### config.mk
export PLATFORM = sky130hd
export DESIGN_NAME = tawf_scale
export DESIGN_NICKNAME = d
export VERILOG_FILES = /design/src/hdl/tawf_pkg.sv /design/src/hdl/tawf_scale.sv
export SDC_FILE = /design/constraint.sdc
export NUM_CORES = 1
export LEC_CHECK = 0
export BUFFER_PORTS_ARGS = -buffer_cell sky130_fd_sc_hd__buf_4
export CORE_MARGIN = 2
export CORE_UTILIZATION = 40
export DETAILED_ROUTE_END_ITERATION = 6
export PLACE_DENSITY_LB_ADDON = 0.1
export SLEW_MARGIN = 15
export SYNTH_ARGS = -nofsm -noshare
export SYNTH_HDL_FRONTEND = slang
export SYNTH_SLANG_ARGS = --single-unit
### constraint.sdc
create_clock -name vclk -period 12.4
set_clock_uncertainty 0.2 [all_clocks]
set_input_delay 1.86 -clock vclk [all_inputs]
set_output_delay 1.86 -clock vclk [all_outputs]
set_load 0.02 [all_outputs]
### src/hdl/tawf_pkg.sv
// ----------------------------------------------------------------------------
// Tilt angle filter package
// Shared widths, register codes, word types and control bundle for the
// accelerometer angle filter.
// ----------------------------------------------------------------------------
package tawf_pkg;

  // Field and register widths.
  localparam int AccelW     = 16;
  localparam int GainW      = 16;
  localparam int OffsetW    = 20;
  localparam int AngleW     = 24;
  localparam int CfgDataW   = 20;
  localparam int CfgIndexW  = 1;

  // Gain fraction bits (Q4.12) and the shift that undoes the tap weights.
  localparam int GainFracW   = 12;
  localparam int WeightShift = 4;

  // The full product of a signed sample and an unsigned gain.
  localparam int ProdW = AccelW + GainW + 1;

  // Weighted sums carry four extra bits for the total weight of sixteen.
  localparam int SumW = AngleW + WeightShift;

  // History ring length.
  localparam int HistDepth = 8;

  // Register reset values.
  localparam logic [GainW-1:0]          GainReset   = 16'd37590;
  localparam logic signed [OffsetW-1:0] OffsetReset = '0;

  // Register indexes on the configuration port.
  typedef enum logic [CfgIndexW-1:0] {
    RegGain   = 1'b0,
    RegOffset = 1'b1
  } tawf_reg_t;

  // One input word: an accelerometer sample.
  typedef struct packed {
    logic signed [AccelW-1:0] accel_x;
    logic signed [AccelW-1:0] accel_y;
  } tawf_sample_t;

  // One output word: the filtered angles.
  typedef struct packed {
    logic signed [AngleW-1:0] pan_angle;
    logic signed [AngleW-1:0] tilt_angle;
  } tawf_result_t;

  // Stage enables handed to each axis filter.
  typedef struct packed {
    logic shift;
    logic sum;
    logic fin;
  } tawf_ctrl_t;

endpackage

### src/hdl/tawf_scale.sv
// ----------------------------------------------------------------------------
// Axis scaler
// Turns one acceleration into an angle: floor(accel * gain / 2^12) + offset.
// ----------------------------------------------------------------------------
module tawf_scale import tawf_pkg::*; (
  input  logic signed [AccelW-1:0]  accel,
  input  logic        [GainW-1:0]   gain,
  input  logic signed [OffsetW-1:0] offset,
  output logic signed [AngleW-1:0]  angle
);

  logic signed [ProdW-1:0]           prod;
  logic signed [ProdW-GainFracW-1:0] scaled;

  // The gain is unsigned, so it gets a zero sign bit before the multiply.
  assign prod = ProdW'(accel) * $signed({1'b0, gain});

  // Dropping the low bits of a two's complement value rounds toward minus
  // infinity, as the angle definition needs.
  assign scaled = prod[ProdW-1:GainFracW];

  assign angle = AngleW'(scaled) + AngleW'(offset);

endmodule

==> impl_metrics.ini <==
[logic_synthesis]
synthMostInstantiatedCell = inv_1
ys_warn_count = 0
synth_nets = 1478
synth_area_per_cell_um2 = 8.649
netlist_area_um2 = 9419
yosysUniqueCellTypes = 48
yosysSeqAreaShare = 0
postSynthCellCount = 1089
yosysTopAreaCell = fa_1
yosys-top-cells-area = fa_1 41%, ha_1 19%, inv_1 9.6%
synth_top_area_share = 0.4123
synthTopCellsByCount = 240 x inv_1, 194 x fa_1, 145 x nand2_1, 143 x ha_1, 111 x and2_1

[die]
io_pins = 76
fp.coreArea_um2 = 23260
die_h_um = 157.5
start_util = 0.4049
die_area_um2 = 24790
rows = 56
fp.dieW_um = 157.5

[cells_and_area]
regArea_um2 = 0
fin_nets = 1518
seq_cells = 0
diodes = 0
area_growth_pct = 8.701
layout-drive-gt1-share = 0.07808
n_clock_buffer = 0

[worst_setup_path]
path_depth = 29
cp.required_ns = 10.34
path_class = in -> out
worstPathMaxFanout = 16
critical-path-max-stage-delay_ns = 0.55
startpoint = accel[7]
cp_common_cell = fa_1
start_kind = input port
cp_num_buf_inv = 7
arrival_ns = 9.01
crit_end = angle[20]
worst_path_max_delay_cell = fa_1
cp_top_family = adder cells
cp-end-kind = primary output

[min_path]
hold_class = in -> out

[sta]
tightest_slew_ns = 0.4280
relSlewSlack = 0.7127
grt_setup_unrepaired = no
fin_crit_ns = 11.07
setup_tns_ns = 0
fin_crit_sh = 0.8928
fmax_mhz = 90.32
finalHoldViolations = 0
setup_viol = 0
slew_violations = 0

[route]
final_antenna_net_count = 0
vias = 7082
drc = 0
detail_route.first_pass.iterations = 5
drtIter0Drc = 401
via_per_inst = 4.898
routedWlPerCell_um = 16.54
totalWireLength_um = 23910

[grt]
grt_max_degree = 17
grt-ovfl-total = 0
grt_pass1_vias = 7367
antenna_found_initial = 0
groute.usage.overall = 0.1988
grt_pass1_wl_um = 38780

[place]
io_buffers = 76
place_hpwl_um = 19700
gp_congestion = 0.8471

[clock_network]
cts_hold_buf = 0
cts.repair.resized = 0
postCtsSetupRepairBufs = 0

[flow_run]
drv_cap = 0

[run_status]
outcome = completed
==> routing by layer <==
layer | vias up | track usage | wire (um)
met2 | 117 | 0.3712 | 12780
met3 | 10 | 0.006057 | 602
li1 | 3390 | - | -
met1 | 3565 | 0.2693 | 10390
met4 | 0 | 0.009524 | 136
met5 | - | 0 | 0
==> kinds of logic after synthesis <==
| logic type | Yosys count | share of synthesized area |
|---|---|---|
| xor+xnor | 39 | 0.03626 |
| mux | 1 | 0.001063 |
| fa+ha+maj | 337 | 0.6023 |
| compound gates | 111 | 0.08210 |
| simple gates | 322 | 0.1663 |
| buf+inv | 279 | 0.1120 |
==> worst min-delay path by stage <==
| stage | startpoint | endpoint | slack, ns | cells after the start |
|---|---|---|---|---|
| 2_1_floorplan | offset[0] | angle[0] | 3.73 | 1 |
| 3_3_place_gp | offset[0] | angle[0] | 3.84 | 3 |
| 3_5_place_dp | offset[0] | angle[0] | 3.84 | 3 |
| 4_1_cts | offset[0] | angle[0] | 3.85 | 3 |
| 5_1_grt | offset[0] | angle[0] | 3.86 | 3 |
| 6_report | offset[0] | angle[0] | 3.84 | 3 |
==> tightest hold or removal path, delay by kind of cell <==
family	cells	cell delay [ns]
adder cells (fa/ha/maj)	1	0.12
buffers and inverters	2	0.21
==> stage by stage <==
stage	utilization	instance area (um2)	hold WS (ns)	setup WS, ns	instances
2_1_floorplan	-	9419	3.730	1.704	1089
3_3_place_gp	0.4401	10240	3.842	1.365	1446
3_5_place_dp	0.4401	10240	3.844	1.264	1446
4_1_cts	0.4401	10240	3.846	1.263	1446
5_1_grt	0.4401	10240	3.857	0.7843	1446
6_report	0.4401	10240	3.842	1.329	1446
==> final cells by class <==
class                           count  area (um2)
Tap cell                          319       399.1
Inverter                          241       904.6
Fill cell                        2429       13020
Multi-Input combinational cell    810        8364
Timing Repair Buffer               76       570.5
==> placed cells by master, fill, tap and decap left out, types with 3 or more instances in the layout <==
master,count
fa_1,194
inv_1,240
nand3_1,7
nand2_1,145
a31oi_1,3
and2_1,111
o31a_1,3
ha_1,143
o211ai_1,3
a21o_1,16
nor2_1,33
o21bai_1,6
buf_4,76
o21ai_0,11
xor2_1,14
nand4_1,5
o21a_1,5
a21oi_1,37
xnor2_1,25
and3_1,3
a211oi_1,5
nand2b_1,10
o21ai_1,4
Power is left out: the tool's default activity adds up to more than one toggle a clock period on the data nets, which glitch-free logic cannot reach.
