## config.mk

```make
export PLATFORM = sky130hd
export DESIGN_NAME = tawf_axis_filter
export DESIGN_NICKNAME = d
export VERILOG_FILES = /design/src/hdl/tawf_pkg.sv /design/src/hdl/tawf_axis_filter.sv
export SDC_FILE = /design/constraint.sdc
export NUM_CORES = 1
export LEC_CHECK = 0
export ABC_AREA = 0
export BUFFER_PORTS_ARGS = -buffer_cell sky130_fd_sc_hd__buf_4
export CORE_MARGIN = 5
export CORE_UTILIZATION = 50
export DETAILED_ROUTE_END_ITERATION = 16
export PLACE_DENSITY = 0.66
export SETUP_SLACK_MARGIN = 0.15
export SLEW_MARGIN = 30
export SYNTH_ARGS = -nofsm -noshare
export SYNTH_HDL_FRONTEND = slang
export SYNTH_SLANG_ARGS = --single-unit
```

## constraint.sdc

```tcl
create_clock -name clk -period 5.1 [get_ports clk]
set_input_delay 0.255 -clock clk [delete_from_list [all_inputs] [get_ports clk]]
set_output_delay 0.255 -clock clk [all_outputs]
set_load 0.02 [all_outputs]
```

## src/hdl/tawf_pkg.sv

```systemverilog
// ----------------------------------------------------------------------------
// Tilt angle filter package
// Shared widths, register codes, word types and control bundle for the
// accelerometer angle filter.
// ----------------------------------------------------------------------------
package tawf_pkg;

  // Field and register widths.
  localparam int AccelW     = 16;
  localparam int GainW      = 16;
  localparam int OffsetW    = 20;
  localparam int AngleW     = 24;
  localparam int CfgDataW   = 20;
  localparam int CfgIndexW  = 1;

  // Gain fraction bits (Q4.12) and the shift that undoes the tap weights.
  localparam int GainFracW   = 12;
  localparam int WeightShift = 4;

  // The full product of a signed sample and an unsigned gain.
  localparam int ProdW = AccelW + GainW + 1;

  // Weighted sums carry four extra bits for the total weight of sixteen.
  localparam int SumW = AngleW + WeightShift;

  // History ring length.
  localparam int HistDepth = 8;

  // Register reset values.
  localparam logic [GainW-1:0]          GainReset   = 16'd37590;
  localparam logic signed [OffsetW-1:0] OffsetReset = '0;

  // Register indexes on the configuration port.
  typedef enum logic [CfgIndexW-1:0] {
    RegGain   = 1'b0,
    RegOffset = 1'b1
  } tawf_reg_t;

  // One input word: an accelerometer sample.
  typedef struct packed {
    logic signed [AccelW-1:0] accel_x;
    logic signed [AccelW-1:0] accel_y;
  } tawf_sample_t;

  // One output word: the filtered angles.
  typedef struct packed {
    logic signed [AngleW-1:0] pan_angle;
    logic signed [AngleW-1:0] tilt_angle;
  } tawf_result_t;

  // Stage enables handed to each axis filter.
  typedef struct packed {
    logic shift;
    logic sum;
    logic fin;
  } tawf_ctrl_t;

endpackage

```

## src/hdl/tawf_axis_filter.sv

```systemverilog
// ----------------------------------------------------------------------------
// Axis history filter
// Eight-tap history line for one angle, with a registered weighted sum.
// ----------------------------------------------------------------------------
module tawf_axis_filter import tawf_pkg::*; (
  input  logic                     clk,
  input  logic                     rst,
  input  tawf_ctrl_t               ctrl,
  input  logic signed [AngleW-1:0] angle,
  output logic signed [AngleW-1:0] filtered
);

  logic signed [AngleW-1:0] taps [HistDepth];
  logic signed [SumW-1:0]   ext  [HistDepth];
  logic signed [SumW-1:0]   part_new;
  logic signed [SumW-1:0]   part_old;
  logic signed [SumW-1:0]   part_new_next;
  logic signed [SumW-1:0]   part_old_next;
  logic signed [SumW-1:0]   total;

  // History line, newest angle at tap zero; cleared to zero angles at reset.
  always_ff @(posedge clk) begin
    if (rst) begin
      for (int i = 0; i < HistDepth; i++) begin
        taps[i] <= '0;
      end
    end else if (ctrl.shift) begin
      taps[0] <= angle;
      for (int i = 1; i < HistDepth; i++) begin
        taps[i] <= taps[i-1];
      end
    end
  end

  // Sign-extend every tap to the sum width.
  always_comb begin
    for (int i = 0; i < HistDepth; i++) begin
      ext[i] = SumW'(taps[i]);
    end
  end

  // Newest two weigh four, the next two weigh two, the oldest four weigh one.
  assign part_new_next = ((ext[0] + ext[1]) <<< 2) + ((ext[2] + ext[3]) <<< 1);
  assign part_old_next = (ext[4] + ext[5]) + (ext[6] + ext[7]);

  always_ff @(posedge clk) begin
    if (ctrl.sum) begin
      part_new <= part_new_next;
      part_old <= part_old_next;
    end
  end

  // Final add; taking the upper bits is the arithmetic shift by four.
  assign total = part_new + part_old;

  always_ff @(posedge clk) begin
    if (ctrl.fin) begin
      filtered <= total[SumW-1:WeightShift];
    end
  end

endmodule

```

==> results of run 1 <==
==> timing repair <==
action                                  in CTS  in global routing
hold buffers                                24                  0
gates resized for setup                      0                  0
buffers inserted                             0                  0
endpoints found under the setup margin       0                  0
hold endpoints to repair                    24                  0
==> through the flow <==
step | cell area, µm² | setup WS (ps) | instances
after floorplan | 16120 | 1110 | 1340
after global placement | 16940 | 818.1 | 1767
after detailed placement | 16940 | 735.9 | 1767
after CTS | 18170 | 708.6 | 1847
after global routing | 18170 | 351.8 | 1847
final | 18170 | 703.5 | 1847
==> power by group through the flow <==
stage                     registers [mW]  logic (mW)  clock network, mW
after floorplan                     3.30        2.19                  0
after global placement              3.20        2.99                  0
after detailed placement            3.21        3.04                  0
after CTS                           3.17        3.08               2.20
after global routing                3.21        3.45               2.29
final                               3.16        3.08               2.14
==> worst max-delay path: cells and delay by family (launching register included) <==
kind,cells,cell delay [ps]
AO/OA/AOI/OAI,11,2500
XOR/XNOR,2,260
adder cells (fa/ha/maj),3,840
buffers and inverters,1,70
flip-flops,1,380
AND/OR/NAND/NOR,1,70
==> routing by layer <==
metal / vias up / wire, µm
li1: 5050 / -
met2: 157 / 12610
met1: 4677 / 14240
met5: - / 0
met4: 0 / 640
met3: 38 / 1056
==> layout by cell type (no fill, tap or decap), types with 7 or more instances in the layout <==
cell / Yosys / routed
dlygate4sd3_1: 0 / 24
edfxtp_1: 268 / 268
a21oi_1: 102 / 102
nor3_1: 14 / 14
o21ai_1: 18 / 18
a21o_1: 54 / 54
clkinv_2: 0 / 12
fa_1: 52 / 52
o31ai_1: 7 / 7
o21ai_0: 29 / 29
ha_1: 122 / 122
a211oi_1: 8 / 8
nand4_1: 16 / 16
clkbuf_16: 0 / 31
nor2_1: 52 / 52
o21a_1: 24 / 24
nand2b_1: 9 / 9
nor2b_1: 60 / 59
a31oi_1: 9 / 9
buf_4: 0 / 54
xor2_1: 35 / 35
o21bai_1: 23 / 23
nand3_1: 9 / 9
and2_1: 147 / 147
xnor2_1: 69 / 69
inv_1: 43 / 43
nand2_1: 62 / 62
==> kinds of logic after synthesis <==
logic type,after synthesis,share of synthesized area
AND/OR/NAND/NOR,396,0.1358
AO/OA/AOI/OAI,322,0.1301
flip-flops,268,0.4993
adder cells (fa/ha/maj),174,0.1593
XOR/XNOR,104,0.05652
buffers and inverters,74,0.01770
multiplexers,2,0.001242
==> sequential cells by signal, indices dropped and copies added, names as in the netlist <==
| name | cells |
|---|---|
| part_old | 25 |
| taps | 192 |
| filtered | 24 |
| part_new | 27 |
==> final cells by class <==
class / count / area (µm²)
Fill cell: 2664 / 13550
Sequential cell: 268 / 8048
Multi-Input combinational cell: 998 / 7794
Clock buffer: 35 / 790.8
Timing Repair Buffer: 80 / 676.9
Tap cell: 402 / 503.0
Clock inverter: 21 / 196.4
Inverter: 43 / 161.4
==> worst max-delay path by stage <==
stage | end | slack (ps) | startpoint
5_1_grt | part_new[24]$_DFFE_PP_ | 350 | taps[0][48]$_SDFFCE_PN0P_
3_5_place_dp | part_new[24]$_DFFE_PP_ | 740 | taps[0][72]$_SDFFCE_PN0P_
3_3_place_gp | part_new[24]$_DFFE_PP_ | 820 | taps[0][72]$_SDFFCE_PN0P_
6_report | part_new[26]$_DFFE_PP_ | 700 | taps[0][72]$_SDFFCE_PN0P_
4_1_cts | part_new[24]$_DFFE_PP_ | 710 | taps[0][72]$_SDFFCE_PN0P_
2_1_floorplan | part_new[26]$_DFFE_PP_ | 1110 | taps[0][72]$_SDFFCE_PN0P_
==> flow_metrics.env, run 1 <==
export IMPL_pwr_share_comb=0.368
export IMPL_overflow=0
export IMPL_rows=65
export IMPL_ff2ff_setup_slack_ps=700
export IMPL_ys_async_sr_fraction=0
export IMPL_peakVddDrop_mv=0.2801
export IMPL_slew_violations=0
export IMPL_worstMarginPinSlew_ps=889.3
export IMPL_clock_latency_ps=570
export IMPL_yosysWarnings=0
export IMPL_synth_edf_count=268
export IMPL_start_util=0.5081
export IMPL_tns_ps=0
export IMPL_syn_to_final_growth_pct=12.74
export IMPL_max_cap_violations=0
export IMPL_whs_ps=101.3
export IMPL_syn_area_um2=16120
export IMPL_synth_nets=1543
export IMPL_nets=1625
export IMPL_wl_per_cell_um=15.45
export IMPL_ioPinCount=53
export IMPL_worstPathRequired_ps=5390
export IMPL_vias=9922
export IMPL_use_met3=0.02018
export IMPL_grt_antenna_before_repair=0
export IMPL_htreeDepth=1
export IMPL_drt_iter0_markers=450
export IMPL_numCtsBuffers=31
export IMPL_leakagePower_nw=7.674
export IMPL_p_clk_frac=0.255
export IMPL_power_density_nw_per_um2=460.8
export IMPL_die_area_um2=35920
export IMPL_die_w_um=189.5
export IMPL_p_sw_frac=0.3306
export IMPL_grt_use_total=0.1616
export IMPL_cts_reportedPaths_clkPinSlew_ps=60
export IMPL_routed_wl_um=28540
export IMPL_seqPwrFrac=0.377
export IMPL_tritoncts="yes"
export IMPL_synthMostInstantiatedCell="edfxtp_1"
export IMPL_finalPower_mw=8.373
export IMPL_grt_setup_unrepaired="false"
export IMPL_critPathKind="reg -> reg"
export IMPL_synthFlopType="edfxtp_1"
export IMPL_final_setup_skew_ps=16.34
export IMPL_first_pass_iters=5
export IMPL_clockBufferDepth=3
export IMPL_yosysTopAreaCell="edfxtp_1"
export IMPL_synth_area_per_cell_um2=12.03
export IMPL_cts_root_buffer="clkbuf_16"
export IMPL_min_to="filtered[1]$_DFFE_PP_"
export IMPL_cp_max_fo=8
export IMPL_r2r_cells=18
export IMPL_fin_util=0.5729
export IMPL_rr_startpoint="taps[0][72]$_SDFFCE_PN0P_"
export IMPL_postSynthCellCount=1340
export IMPL_grt_pass1_vias=10121
export IMPL_worstHoldStart="ctrl[0]"
export IMPL_status="finished, final reports clean"
export IMPL_slowest_stage="ha_1"
export IMPL_fin_crit_ps=4397
export IMPL_start_kind="flip-flop"
export IMPL_reg2reg_to="part_new[26]$_DFFE_PP_"
export IMPL_netSwitchingPower_mw=2.768
export IMPL_worstHoldPathType="in -> reg"
export IMPL_use_met1=0.2382
export IMPL_cp_cell_sequence="ha_1 > inv_1 > fa_1 > nor2b_1 > o31ai_1 > a21oi_1 > a211o_1 > a211o_1 > a41oi_1 > xnor2_1 > ha_1 > a21o_1 > a21o_1 > a21oi_1 > o21ai_0 > a221oi_1 > o41ai_1 > xor2_1"
export IMPL_fin_crit_sh=0.8621
export IMPL_met2_usage=0.2583
export IMPL_drc_errors=0
export IMPL_intPower_mw=5.604
export IMPL_hold_depth=1
export IMPL_fp_dieH_um=189.5
export IMPL_place_hpwl_um=20690
export IMPL_clock_fmax_mhz=227.5
export IMPL_ys_types=65
export IMPL_ys_top_cells_by_count="edfxtp_1 (268), and2_1 (147), ha_1 (122), a21oi_1 (102), xnor2_1 (69)"
export IMPL_setup_viol=0
export IMPL_grt_max_degree=125
export IMPL_portBuffers=52
export IMPL_crit_path_max_incr_delay_ps=410
export IMPL_antennaDiodeCount=0
export IMPL_via_per_inst=5.372
export IMPL_cp_data_arrival_time_ps=4690
export IMPL_core_area_um2=31720
export IMPL_relSlewSlack=0.4072
export IMPL_drive_gt1_frac=0.08235
export IMPL_clkSinkCount=268
export IMPL_synthTopCellsByArea="edfxtp_1 (50%), ha_1 (9.5%), fa_1 (6.5%)"
export IMPL_gp_congestion=0.8567
export IMPL_gr_max_usage_layer="met2"
export IMPL_grt_pass1_wl_um=48360
export IMPL_hold_viol_final=0
export IMPL_synth_yosys_seq_area_share=0.4993
export IMPL_ant_nets=0
export IMPL_netlist_area_leader_share=0.4993
export IMPL_crit_path_end_kind="flip-flop"
export IMPL_ys_seq_elements=268
(Power assumes the default switching activity.)
==> run 2, diff against run 1 <==
- ABC_AREA: 0 -> 1
- GPL_TIMING_DRIVEN: not set -> 1
- clock period: 5.1 -> 4.3 ns (I/O delays scaled with it)
==> run 2 against run 1 <==
Net effect:
- clock power is 28% higher
- hold slack lost 25 ps
- register-to-register slack gained 190 ps
- via count grew 53%
- critical path type unchanged
==> flow_metrics.env, run 2 <==
export IMPL_status="finished, final reports clean"
export IMPL_worstPathRequired_ps=4590
export IMPL_cpMostUsedCell="nand2_1"
export IMPL_yosysWarnings=0
export IMPL_ys_types=34
export IMPL_cts_setup_buffers=0
export IMPL_multi_input_area_um2=9094
export IMPL_top_register="taps"
export IMPL_gp_congestion=0.9758
export IMPL_p_clk_frac=0.246
export IMPL_fin_crit_ps=3410
export IMPL_first_pass_iters=5
export IMPL_clockBufferDepth=3
export IMPL_nets=2737
export IMPL_min_to="filtered[1]$_DFFE_PP_"
export IMPL_place_hpwl_um=39250
export IMPL_peakVddDrop_mv=0.3610
export IMPL_clock_fmax_mhz=293.3
export IMPL_portBuffers=52
export IMPL_max_cap_violations=0
export IMPL_core_area_um2=37760
export IMPL_htreeDepth=2
export IMPL_final_common_cell="nand2_1"
export IMPL_via_per_inst=4.965
export IMPL_vias=15229
export IMPL_antennaDiodeCount=0
export IMPL_start_kind="flip-flop"
export IMPL_wl_per_cell_um=15.98
export IMPL_cts_reportedPaths_clkPinSlew_ps=60
export IMPL_grt_max_degree=66
export IMPL_ant_nets=0
export IMPL_numCtsBuffers=34
export IMPL_synth_nets=2641
export IMPL_cp_depth=20
export IMPL_tns_ps=0
export IMPL_ys_async_sr_fraction=0
export IMPL_drc_errors=0
export IMPL_ioPinCount=53
export IMPL_cp_data_arrival_time_ps=3700
export IMPL_die_area_um2=42360
export IMPL_worstHoldPathType="in -> reg"
export IMPL_ff_latch_area_um2=8048
export IMPL_worstHoldStart="ctrl[0]"
export IMPL_ys_seq_elements=268
export IMPL_critPathKind="reg -> reg"
export IMPL_power_density_nw_per_um2=519.1
export IMPL_synthMostInstantiatedCell="nand2_1"
export IMPL_overflow=0
export IMPL_seqPwrFrac=0.337
export IMPL_cp_max_fo=4
export IMPL_final_setup_skew_ps=14.27
export IMPL_pwr_share_comb=0.417
export IMPL_fp_dieH_um=205.8
export IMPL_yosysTopAreaCell="edfxtp_1"
export IMPL_intPower_mw=6.757
export IMPL_rr_startpoint="taps[0][48]$_SDFFCE_PN0P_"
export IMPL_slew_violations=0
export IMPL_cts_resized=0
export IMPL_reg_top3="taps (192), part_new (27), part_old (25)"
export IMPL_rows=71
export IMPL_cts_root_buffer="clkbuf_16"
export IMPL_syn_area_um2=19170
export IMPL_cp_cell_sequence="ha_1 > inv_1 > fa_1 > inv_1 > nand3_1 > nand3_2 > nand2_1 > a21oi_1 > nor2_1 > nand2_1 > nand2_1 > ha_1 > a21oi_1 > nor2_1 > nor2_1 > o21ai_0 > nor2_1 > nand2_1 > nand2_1 > nand2_1"
export IMPL_r2r_cells=20
export IMPL_hold_depth=1
export IMPL_critPathTopFamily="simple AND/OR/NAND/NOR gates"
export IMPL_synth_yosys_seq_area_share=0.4197
export IMPL_ff2ff_setup_slack_ps=890
export IMPL_ys_top_cells_by_count="nand2_1 (702), inv_1 (513), nor2_1 (322), edfxtp_1 (268), ha_1 (122)"
export IMPL_grt_setup_unrepaired="false"
export IMPL_hold_buffers=24
export IMPL_netlist_area_leader_share=0.4197
export IMPL_synthTopCellsByArea="edfxtp_1 (42%), nand2_1 (14%), inv_1 (10%)"
export IMPL_grt_pass1_vias=15352
export IMPL_clock_latency_ps=550
export IMPL_grt_antenna_before_repair=0
export IMPL_clkSinkCount=268
export IMPL_leakagePower_nw=10.79
export IMPL_worstMarginPinSlew_ps=751.2
export IMPL_start_util=0.5078
export IMPL_synthFlopType="edfxtp_1"
export IMPL_slowest_stage="fa_1"
export IMPL_drt_iter0_markers=1043
export IMPL_postSynthCellCount=2438
export IMPL_drive_gt1_frac=0.06377
export IMPL_path_buf_inv=2
export IMPL_relSlewSlack=0.4992
export IMPL_grt_use_total=0.2377
export IMPL_hold_viol_final=0
export IMPL_dp_slack_ps=919.9
export IMPL_reg2reg_to="part_new[20]$_DFFE_PP_"
export IMPL_fin_crit_sh=0.7930
export IMPL_largest_reg_flops=192
export IMPL_crit_path_max_incr_delay_ps=400
export IMPL_setup_viol=0
export IMPL_fill_cells=3532
export IMPL_crit_path_end_kind="flip-flop"
export IMPL_setup_slack_ps=890.1
export IMPL_p_sw_frac=0.3937
export IMPL_synth_edf_count=268
export IMPL_syn_to_final_growth_pct=11.96
export IMPL_grt_pass1_wl_um=78740
export IMPL_synth_area_per_cell_um2=7.864
export IMPL_die_w_um=205.8
export IMPL_tritoncts="yes"
export IMPL_routed_wl_um=49000
export IMPL_final_cell_mix="nand2_1 (702), inv_1 (513), nor2_1 (322)"
export IMPL_netSwitchingPower_mw=4.387
run 2: cell count changes after synthesis, moves of 24 or more:
| cell | previous run | this run |
|---|---|---|
| a21o_1 | 54 | 3 |
| and2_1 | 147 | 7 |
| inv_1 | 43 | 513 |
| nand2_1 | 62 | 702 |
| nand3_1 | 9 | 102 |
| nand4_1 | 16 | 45 |
| nor2_1 | 52 | 322 |
| nor2b_1 | 60 | 0 |
| o21a_1 | 24 | 0 |
| xnor2_1 | 69 | 20 |
run 2: worst reg2reg max path, delay by kind of cell (launching register included):
kind / cells / cell delay (ps)
flops: 1 / 380
fa+ha+maj: 3 / 980
compound gates: 3 / 660
simple gates: 12 / 1000
buf+inv: 2 / 150
run 2: power groups by stage:
stage          registers (mW)  logic (mW)  clock network, mW
2_1_floorplan            3.88        3.15                  0
3_3_place_gp             3.80        4.59                  0
3_5_place_dp             3.81        4.64                  0
4_1_cts                  3.76        4.67               2.80
5_1_grt                  3.80        5.26               2.92
6_report                 3.76        4.65               2.74
run 2: logic make-up after synthesis:
| kind of cell | Yosys count | share of synthesized area |
|---|---|---|
| AND/OR/NAND/NOR | 1249 | 0.2700 |
| buffers and inverters | 540 | 0.1064 |
| flip-flops | 268 | 0.4197 |
| adder cells (fa/ha/maj) | 174 | 0.1339 |
| AO/OA/AOI/OAI | 140 | 0.03942 |
| XOR/XNOR | 67 | 0.03061 |
run 2: worst max-delay path by stage:
stage                              startpoint                       end  slack (ps)
finish              taps[0][48]$_SDFFCE_PN0P_    part_new[20]$_DFFE_PP_         890
global route        taps[0][72]$_SDFFCE_PN0P_    part_new[20]$_DFFE_PP_         600
CTS                 taps[0][48]$_SDFFCE_PN0P_    part_new[20]$_DFFE_PP_         900
detailed placement  taps[0][72]$_SDFFCE_PN0P_    part_new[20]$_DFFE_PP_         920
global placement    taps[0][48]$_SDFFCE_PN0P_    part_new[20]$_DFFE_PP_         940
floorplan                                 rst  taps[0][0]$_SDFFCE_PN0P_         900
run 2: cell type report:
| cell class | count | area share |
|---|---|---|
| timing repair buffer | 82 | 0.03206 |
| clock inverter | 18 | 0.008393 |
| inverter | 518 | 0.09058 |
| multi-input combinational | 1630 | 0.4236 |
| tap | 511 | 0.02978 |
| clock buffer | 40 | 0.04068 |
| sequential | 268 | 0.3749 |
run 2: through the flow:
step | instances | util | total power [mW] | hold WS [ps] | instance area, µm²
2_1_floorplan | 2438 | - | 7.029 | 327.5 | 19170
3_3_place_gp | 2985 | 0.5343 | 8.393 | 509.3 | 20170
3_5_place_dp | 2985 | 0.5343 | 8.448 | 513.6 | 20170
4_1_cts | 3067 | 0.5686 | 11.24 | 56.77 | 21470
5_1_grt | 3067 | 0.5686 | 11.98 | 77.30 | 21470
6_report | 3067 | 0.5686 | 11.14 | 76.26 | 21470
run 2: per-layer routing:
metal / GRT usage / wire [µm]
met2: 0.4340 / 24630
met4: 0.09648 / 2167
met1: 0.2831 / 20340
met3: 0.03058 / 1859
met5: 0 / 0
